[config.mk]
export PLATFORM = sky130hd
export DESIGN_NAME = vector_rank_engine
export DESIGN_NICKNAME = d
export VERILOG_FILES = /design/src/rtl/vre_pkg.sv /design/src/rtl/vre_ram.sv /design/src/rtl/vre_ctrl.sv /design/src/rtl/vre_dp.sv /design/src/rtl/vector_rank_engine.sv
export SDC_FILE = /design/constraint.sdc
export NUM_CORES = 1
export LEC_CHECK = 0
export BUFFER_PORTS_ARGS = -buffer_cell sky130_fd_sc_hd__buf_4
export CORE_UTILIZATION = 25
export CTS_CLUSTER_SIZE = 14
export DETAILED_ROUTE_END_ITERATION = 8
export PLACE_DENSITY_LB_ADDON = 0.05
export SETUP_SLACK_MARGIN = 0.02
export SKIP_LAST_GASP = 1
export SLEW_MARGIN = 25
export SYNTH_ARGS = -nofsm -noshare
export SYNTH_HDL_FRONTEND = slang
export SYNTH_HIERARCHICAL = 1
export SYNTH_SLANG_ARGS = --single-unit
[constraint.sdc]
create_clock -name clk -period 4.87 [get_ports clk]
set_clock_uncertainty 0.15 [all_clocks]
set_input_delay 0.974 -clock clk [delete_from_list [all_inputs] [get_ports clk]]
set_output_delay 0.974 -clock clk [all_outputs]
set_load 0.01 [all_outputs]
[src/rtl/vre_pkg.sv]
// Shared types for the vector rank engine: controller states and the
// command/status structs between controller and datapath.
// No dependencies.
package vre_pkg;

	localparam int SAMPLE_W = 32;
	localparam int RANK_W   = 8;

	typedef enum logic [2:0] {
		ST_IDLE,
		ST_FETCH,
		ST_LOAD,
		ST_SWEEP,
		ST_EMIT
	} vre_state_t;

	typedef struct packed {
		logic store;   // write an accepted sample
		logic fetch;   // read the sample under rank, restart the sweep
		logic load;    // latch the sample under rank
		logic sweep;   // issue the next store read for comparison
		logic emit;    // register one result
		logic next_i;  // advance to the next sample
		logic clear;   // end of vector: drop count and flag
	} vre_cmd_t;

	typedef struct packed {
		logic sweep_done;  // every stored sample has been read
		logic last_idx;    // sample under rank is the last stored one
	} vre_stat_t;

endpackage

[src/rtl/vre_ram.sv]
// Generic single-write, single-read RAM with registered read data.
// No dependencies.
module vre_ram #(
	parameter int WIDTH = 32,
	parameter int DEPTH = 32
) (
	input  logic                     clk,
	input  logic                     we,
	input  logic [$clog2(DEPTH)-1:0] waddr,
	input  logic [WIDTH-1:0]         wdata,
	input  logic [$clog2(DEPTH)-1:0] raddr,
	output logic [WIDTH-1:0]         rdata
);

	logic [WIDTH-1:0] mem_q [DEPTH];

	always_ff @(posedge clk) begin
		if (we) begin
			mem_q[waddr] <= wdata;
		end
		rdata <= mem_q[raddr];
	end

endmodule

[src/rtl/vre_ctrl.sv]
// Controller state machine of the vector rank engine.
// Depends on vre_pkg for the state type and the command/status structs.
module vre_ctrl (
	input  logic               clk,
	input  logic               arst_n,
	input  logic               start,
	input  logic               last,
	input  vre_pkg::vre_stat_t stat,
	output vre_pkg::vre_cmd_t  cmd,
	output logic               busy
);

	vre_pkg::vre_state_t state_q, state_d;

	always_ff @(posedge clk or negedge arst_n) begin
		if (!arst_n) begin
			state_q <= vre_pkg::ST_IDLE;
		end else begin
			state_q <= state_d;
		end
	end

	always_comb begin
		cmd     = '0;
		state_d = state_q;
		busy    = 1'b1;
		case (state_q)
			vre_pkg::ST_IDLE: begin
				busy = 1'b0;
				if (start) begin
					cmd.store = 1'b1;
					if (last) begin
						state_d = vre_pkg::ST_FETCH;
					end
				end
			end
			vre_pkg::ST_FETCH: begin
				cmd.fetch = 1'b1;
				state_d   = vre_pkg::ST_LOAD;
			end
			vre_pkg::ST_LOAD: begin
				cmd.load  = 1'b1;
				cmd.sweep = 1'b1;
				state_d   = vre_pkg::ST_SWEEP;
			end
			vre_pkg::ST_SWEEP: begin
				cmd.sweep = 1'b1;
				// the last read returns in this cycle and is counted at this edge
				if (stat.sweep_done) begin
					state_d = vre_pkg::ST_EMIT;
				end
			end
			vre_pkg::ST_EMIT: begin
				cmd.emit = 1'b1;
				if (stat.last_idx) begin
					cmd.clear = 1'b1;
					state_d   = vre_pkg::ST_IDLE;
				end else begin
					cmd.next_i = 1'b1;
					state_d    = vre_pkg::ST_FETCH;
				end
			end
			default: begin
				state_d = vre_pkg::ST_IDLE;
			end
		endcase
	end

endmodule

[src/rtl/vre_dp.sv]
// Datapath of the vector rank engine: sample store, fill count, compare
// sweep, rank accumulator and result registers.
// Depends on vre_pkg and vre_ram.
module vre_dp #(
	parameter int MAX_ITEMS = 32
) (
	input  logic                               clk,
	input  logic                               arst_n,
	input  vre_pkg::vre_cmd_t                  cmd,
	output vre_pkg::vre_stat_t                 stat,
	input  logic                               cfg_we,
	input  logic                               cfg_data,
	input  logic signed [vre_pkg::SAMPLE_W-1:0] sample,
	output logic signed [vre_pkg::RANK_W-1:0]   rank,
	output logic                               final_res,
	output logic                               overflow,
	output logic                               strobe
);

	localparam int CNT_W = $clog2(MAX_ITEMS + 1);
	localparam int AW    = $clog2(MAX_ITEMS);
	localparam int EW    = (CNT_W + 2 > vre_pkg::RANK_W) ? CNT_W + 2 : vre_pkg::RANK_W;

	logic [CNT_W-1:0]                  fill_q;
	logic                              dropped_q;
	logic                              centered_q;
	logic [AW-1:0]                     i_q;
	logic [CNT_W-1:0]                  j_q;
	logic [CNT_W-1:0]                  r_q;
	logic signed [vre_pkg::SAMPLE_W-1:0] v_q;
	logic                              valid_s1;
	logic [AW-1:0]                     jd_s1;

	logic                              full;
	logic                              issue;
	logic                              hit;
	logic [AW-1:0]                     raddr;
	logic [vre_pkg::SAMPLE_W-1:0]      rdata;
	logic signed [vre_pkg::SAMPLE_W-1:0] w;
	logic [EW-1:0]                     plain_val;
	logic [EW-1:0]                     cent_val;

	assign full  = (fill_q == CNT_W'(MAX_ITEMS));
	assign issue = cmd.sweep && (j_q != fill_q);
	assign raddr = cmd.fetch ? i_q : j_q[AW-1:0];
	assign w     = $signed(rdata);
	assign hit   = (w < v_q) || ((w == v_q) && (jd_s1 < i_q));

	assign stat.sweep_done = (j_q == fill_q);
	assign stat.last_idx   = ((CNT_W'(i_q) + CNT_W'(1)) == fill_q);

	vre_ram #(
		.WIDTH (vre_pkg::SAMPLE_W),
		.DEPTH (MAX_ITEMS)
	) u_store (
		.clk   (clk),
		.we    (cmd.store && !full),
		.waddr (fill_q[AW-1:0]),
		.wdata (sample),
		.raddr (raddr),
		.rdata (rdata)
	);

	always_ff @(posedge clk or negedge arst_n) begin
		if (!arst_n) begin
			fill_q     <= '0;
			dropped_q  <= 1'b0;
			centered_q <= 1'b0;
			i_q        <= '0;
			j_q        <= '0;
			r_q        <= '0;
			valid_s1   <= 1'b0;
			strobe     <= 1'b0;
		end else begin
			if (cfg_we) begin
				centered_q <= cfg_data;
			end
			if (cmd.clear) begin
				fill_q    <= '0;
				dropped_q <= 1'b0;
			end else if (cmd.store) begin
				if (full) begin
					dropped_q <= 1'b1;
				end else begin
					fill_q <= fill_q + CNT_W'(1);
				end
			end
			if (cmd.clear) begin
				i_q <= '0;
			end else if (cmd.next_i) begin
				i_q <= i_q + AW'(1);
			end
			if (cmd.fetch) begin
				j_q <= '0;
			end else if (issue) begin
				j_q <= j_q + CNT_W'(1);
			end
			if (cmd.fetch) begin
				r_q <= '0;
			end else if (valid_s1 && hit) begin
				r_q <= r_q + CNT_W'(1);
			end
			valid_s1 <= issue;
			strobe   <= cmd.emit;
		end
	end

	// doubled centered rank: 2r - (n - 1), wrapped to the result width
	assign plain_val = EW'(r_q) + EW'(1);
	assign cent_val  = (EW'(r_q) << 1) - EW'(fill_q) + EW'(1);

	always_ff @(posedge clk) begin
		jd_s1 <= j_q[AW-1:0];
		if (cmd.load) begin
			v_q <= $signed(rdata);
		end
		if (cmd.emit) begin
			rank      <= $signed(centered_q ? cent_val[vre_pkg::RANK_W-1:0]
			                                : plain_val[vre_pkg::RANK_W-1:0]);
			final_res <= stat.last_idx;
			overflow  <= dropped_q;
		end
	end

endmodule

[src/rtl/vector_rank_engine.sv]
// Vector rank engine: collects a vector of Q16.16 samples and returns the
// stable rank of each sample in input order.
//
// Input: a transaction is taken at a clock edge with start high and busy low.
// Samples load one per cycle with busy low; up to MAX_ITEMS are stored, any
// further ones are dropped and flag overflow on every result of that vector.
// The transaction with last high ends the vector and raises busy.
// Ranking: for each of the n stored samples the datapath fetches the sample,
// then sweeps the single read port of the sample store over all n entries,
// one compare per cycle. Each result is registered in the emit state after its
// sweep; busy drops in the same cycle that the final result (final_res high)
// is shown.
// Output: each result is valid for one cycle with strobe high; the receiver
// cannot stall, so results never wait.
// Configuration: cfg_we writes cfg_data into the centered mode bit
// (0: 1-based ranks, 1: doubled mean-centered ranks); write only while idle.
// Reset: arst_n clears the count, overflow flag, mode and controller; the
// sample store is not cleared, only entries written in a vector are read.
// Depends on vre_pkg, vre_ctrl, vre_dp and vre_ram.
module vector_rank_engine #(
	parameter int MAX_ITEMS = 32
) (
	input  logic                               clk,
	input  logic                               arst_n,
	input  logic                               start,
	output logic                               busy,
	input  logic signed [vre_pkg::SAMPLE_W-1:0] sample,
	input  logic                               last,
	input  logic                               cfg_we,
	input  logic                               cfg_data,
	output logic                               strobe,
	output logic signed [vre_pkg::RANK_W-1:0]   rank,
	output logic                               final_res,
	output logic                               overflow
);

	vre_pkg::vre_cmd_t  cmd;
	vre_pkg::vre_stat_t stat;

	vre_ctrl u_ctrl (
		.clk    (clk),
		.arst_n (arst_n),
		.start  (start),
		.last   (last),
		.stat   (stat),
		.cmd    (cmd),
		.busy   (busy)
	);

	vre_dp #(
		.MAX_ITEMS (MAX_ITEMS)
	) u_dp (
		.clk       (clk),
		.arst_n    (arst_n),
		.cmd       (cmd),
		.stat      (stat),
		.cfg_we    (cfg_we),
		.cfg_data  (cfg_data),
		.sample    (sample),
		.rank      (rank),
		.final_res (final_res),
		.overflow  (overflow),
		.strobe    (strobe)
	);

endmodule

=== After elaboration in Yosys (flattened, before gate mapping) ===
Memory sizes are Yosys's and may differ from the RTL's. A register that Yosys moved wholly into a read port is not among the register bits.
Index checks and enable logic that the tools add are counted.

* Bits in writable memories: 1,024
* Input bits: 38
* Memories kept: 1
* Flip-flop bits (word level): 77

{| class="wikitable"
|+ Memory list
! memory !! words !! width !! read ports !! clocked after Yosys merged registers in !! write ports !! RTL line !! RTL
|-
| u_dp.u_store.mem_q || 32 || 32 || 1 || 1 || 1 || vre_ram.sv:15 || <nowiki>logic [WIDTH-1:0] mem_q [DEPTH];</nowiki>
|}

* Eq/ne operators: 13
* Order comparisons: 2
* Reduce and logical (&&, ||, !) cells: 16
* Add/subtract/negate cells: 8
* Muxes and demuxes: 30

{| class="wikitable"
|+ Operators with widths
! cell !! number
|-
| 6-bit two-way mux || 7
|-
| 32-bit equality test || 1
|-
| 32-bit less-than comparator || 1
|-
| 6-bit by 1-bit adder with 6-bit output, second input constant || 3
|-
| 5-bit two-way mux || 3
|-
| 3-bit one-hot mux with 5 select lines || 1
|-
| 1-bit two-way mux || 14
|-
| 6-bit equality test || 2
|-
| 3-bit two-way mux || 4
|-
| 2-bit nonzero test || 5
|-
| 8-bit by 1-bit adder with 8-bit output, second input constant || 1
|-
| 8-bit two-way mux || 1
|-
| 2-bit inequality test, second input constant || 4
|-
| 7-bit by 6-bit subtractor with 8-bit output || 1
|-
| 6-bit by 1-bit adder with 7-bit output, second input constant || 1
|-
| 5-bit by 1-bit adder with 6-bit output, second input constant || 1
|-
| 3-bit by 2-bit equality test with 1-bit output, second input constant || 2
|-
| 6-bit equality test, second input constant || 1
|-
| 6-bit inequality test || 1
|-
| 5-bit by 1-bit adder with 5-bit output, second input constant || 1
|-
| 5-bit less-than comparator || 1
|-
| 1-bit logical AND || 4
|-
| 2-bit AND reduction || 2
|-
| 3-bit by 1-bit equality test with 1-bit output, second input constant || 1
|-
| 6 further kinds || 6
|}

=== Logic depth before layout (Yosys ltp) ===
* Depth after elaboration: 6
* Gate-level depth with buffers: 12

=== Modules after synthesis ===
Netlist, hierarchy kept.

{| class="wikitable"
|+ By module, submodules not included
! module !! instances !! sequential area each (um^2) !! cells an instance !! area an instance (um^2)
|-
| vre_ram || 1 || 31,390.1 || 2,260 || 40,485.1
|-
| vre_dp || 1 || 2,037.0 || 396 || 4,277.9
|-
| vre_ctrl || 1 || 75.1 || 20 || 188.9
|}

=== Worst setup path before layout ===
Ideal clock, no wire load.

* Kind: input-to-reg
* From: in start
* To: mem u_dp.u_store.mem_q[28][0] (enable)
* Slack: 0.715 ns
* Cell stages on the path: 6
* Required time: 4.299 ns
* Buffers on the path: 1
* Arrival: 3.584 ns
* Cells stage by stage: inv_1 nor2_1 nor2b_1 or3b_2 clkbuf_1 nor2_1

{| class="wikitable"
|+ RTL lines
! what !! RTL line !! RTL
|-
| start: declaration || vector_rank_engine.sv:25 || <nowiki>input logic start,</nowiki>
|-
| end: declaration || vre_ram.sv:15 ||
|}

=== Worst setup path in the final report ===
* From: reg u_dp.fill_q[3]
* To: mem u_dp.u_store.mem_q[12][18] (enable)

* Longest elaborated chain between the ends: 5

{| class="wikitable"
|+ RTL lines
! what !! RTL line !! RTL
|-
| start: declaration || vre_dp.sv:24 || <nowiki>logic [CNT_W-1:0] fill_q;</nowiki>
|-
| start signal: assignment || vre_dp.sv:85 || <nowiki>fill_q <= fill_q + CNT_W'(1);</nowiki>
|-
| 6-bit equality test || vre_dp.sv:43 || <nowiki>assign full = (fill_q == CNT_W'(MAX_ITEMS));</nowiki>
|-
| 1-bit zero test || vre_dp.sv:57 || <nowiki>.we (cmd.store && !full),</nowiki>
|-
| 1-bit logical AND || vre_dp.sv:57 ||
|-
| 1-bit two-way mux || vre_ram.sv:18 || <nowiki>if (we) begin</nowiki>
|-
| 1-bit two-way mux (not written as such) || vre_ram.sv:19 || <nowiki>mem_q[waddr] <= wdata;</nowiki>
|}

Parallel ways exist; a longest one is shown, timed or not.

==> results.json <==
{
  "fmaxAchievable_mhz": 251,
  "max_slew_margin_pct": 33.0,
  "dr.pass1.iters": 5,
  "cts_buffers": 140,
  "synth_area_leader_cell": "edfxtp_1",
  "p_per_area_mw_per_mm2": 590,
  "synthFlopType": "edfxtp_1",
  "tightest_slew_ns": 0.999,
  "die-width_um": 426,
  "hold_buffers": 1,
  "min_period_ns": 3.99,
  "post_drt_via_cell_ratio": 4.55,
  "cp_max_fo": 14,
  "grt.overflow.total": 0,
  "clk_latency_ns": 0.77,
  "avgSynthCellArea_sq_um": 16.8,
  "outcome": "complete, no violations",
  "rsz0062_at_grt": "false",
  "cts.clk_slew.worst_paths_ns": 0.06,
  "synth_cell_types": 69,
  "routed_wl_um": 145000,
  "stdcell_area_sq_mm": 0.0535,
  "io_pins": 50,
  "h-tree-depth": 4,
  "hold_viol": 0,
  "ant_nets": 0,
  "start_util_pct": 25.2,
  "slew_violations": 0,
  "die_y_um": 426,
  "cp-start-kind": "flop",
  "cts_buffer_depth": 3,
  "die_area_sq_mm": 0.182,
  "synth-async-reset-ratio_pct": 2.65,
  "area_growth_pct": 19.0,
  "setup_viol": 0,
  "holdCritPathClass": "flop to flop",
  "crit_required_ns": 5.16,
  "yosys_warnings": 6,
  "yosysTopAreaCellShare_pct": 71.2,
  "p_total_mw": 31.5,
  "yosys-top-cells-count": "1066 x edfxtp_1, 518 x mux2i_1, 122 x nand2_1",
  "grt_pass1_vias": 25300,
  "cts_root_buffer": "clkbuf_16",
  "drtIter0Drc": 1584,
  "synth.most_common_cell": "edfxtp_1",
  "ys_seq_area_share_pct": 74.5,
  "holdWs_ns": 0.285,
  "maxCapViolations": 0,
  "cts.sinks": 1133,
  "grt_max_degree": 53,
  "p_leak_nw": 18.6,
  "hpwlAfterDp_um": 83900,
  "min_period_over_period_pct": 82.0,
  "ys_ff_latch": 1133,
  "place_congestion": 0.719,
  "cp_cell_sequence": "inv_1, nand2_1, nor4b_1, nor2b_1, buf_4, or3b_2, nor2_4, buf_4",
  "crit_path_top_delay_cell": "dfrtp_1",
  "place_area_sq_mm": 0.0491,
  "cts_tree": "done",
  "synth_area_leaders": "edfxtp_1 71%, mux2i_1 12%, a22oi_1 1.7%",
  "num-nets-final": 2946,
  "syn_inst": 2676,
  "post_drt_wl_per_cell_um": 27.2,
  "core_area_sq_mm": 0.178,
  "crit_path_frequent_cell": "buf_4",
  "dr_total_vias": 24200,
  "port_buffers": 49,
  "arrival_ns": 4.28,
  "ctsResizeCount": 0,
  "grt_first_pass_wirelength_um": 202000,
  "synth_area_sq_mm": 0.0450,
  "grt_usage_pct": 16.0,
  "cp-end-kind": "flop",
  "cts_setup_buffers": 0,
  "drc": 0,
  "max_stage_delay_ns": 0.76,
  "syn_nets": 2766,
  "tns_ns": 0,
  "rows": 155,
  "vdd_ir_drop_max_mv": 0.347,
  "drive_gt1_share_pct": 14.4,
  "synth-edff-count": 1066,
  "setup.worst_path.class": "flop to flop",
  "antenna_found_initial": 5
}
## routing by layer
layer	vias to the layer above	wire length, um	track usage, %	part of all wire (%)
met5	-	33	0	0.023
met4	4	2920	4.10	2.0
met3	160	4350	2.72	3.0
met2	333	67200	25.6	46
met1	12900	70500	22.3	49
li1	10900	-	-	-
## state kept, by name, summed over array words and instances (netlist names), 3 cells and up
signal	count
u_dp/u_store/mem_q	1024
u_dp/j_q	6
u_ctrl/state_q	3
u_dp/jd_s1	5
u_dp/rank	8
u_dp/v_q	32
u_dp/r_q	6
u_dp/fill_q	6
u_dp/u_store/rdata	32
u_dp/i_q	5
## critical path, delay by kind of cell, from the launching register on
family	cells	cell delay, ns
buffers and inverters	3	0.87
AND/OR/NAND/NOR	5	1.83
flip-flops	1	0.76
## cell type report
cell class / instances / area, sq um
repair buffers: 174 / 1710
multi-input cells: 1353 / 10800
fillers: 17600 / 125000
clock buffers: 190 / 3800
flip-flops and latches: 1133 / 33500
inverters: 54 / 203
diodes: 3 / 7.51
well taps: 2355 / 2950
clock inverters: 64 / 553
## cell families after synthesis
logic type | Yosys count | share of synthesized area, %
XOR/XNOR | 32 | 0.623
adder cells (fa/ha/maj) | 52 | 1.46
flip-flops | 1133 | 74.5
AND/OR/NAND/NOR | 398 | 4.24
buffers and inverters | 190 | 2.23
AO/OA/AOI/OAI | 344 | 5.14
multiplexers | 527 | 11.8
## per-stage QoR
step,util (%),std cells,setup slack [ns]
2_1_floorplan,-,2676,0.715
3_3_place_gp,27.5,5068,0.734
3_5_place_dp,27.5,5068,0.755
4_1_cts,30.0,5323,0.756
5_1_grt,30.0,5323,0.675
6_report,30.0,5326,0.878
## where the power goes
part           internal [mW]  switching, mW
sequential              11.1          0.365
combinational           3.81           6.33
clock                   5.81           4.13
total                   20.7           10.8
## cells in the final DEF (no fill, tap or decap), types with 35 or more instances in the layout
| master | synthesis | routed |
|---|---|---|
| edfxtp_1 | 1066 | 1066 |
| mux2i_1 | 518 | 518 |
| clkbuf_16 | 0 | 142 |
| buf_4 | 33 | 141 |
| nand2_1 | 122 | 121 |
| a21oi_1 | 117 | 117 |
| nand3_1 | 111 | 111 |
| a22oi_1 | 100 | 100 |
| a22o_1 | 64 | 64 |
| inv_1 | 53 | 53 |
| ha_1 | 51 | 51 |
| clkbuf_1 | 53 | 41 |
| dfxtp_1 | 37 | 37 |
| nor2_1 | 70 | 36 |
| nor3_1 | 35 | 35 |
## final timing paths
check	startpoint	to	slack, ns	cells past startpoint
max	u_dp/fill_q[3]	u_dp/u_store/mem_q[12][18]	0.88	8
min	u_dp/u_store/rdata[0]	u_dp/v_q[0]	0.29	0
max reg2reg	u_dp/fill_q[3]	u_dp/u_store/mem_q[12][18]	0.88	8
min reg2reg	u_dp/u_store/rdata[0]	u_dp/v_q[0]	0.29	0
max in group asynchronous	arst_n	u_dp/dropped_q	3.71	2
min in group asynchronous	arst_n	u_dp/r_q[0]	0.55	2
(Power assumes the default switching activity.)
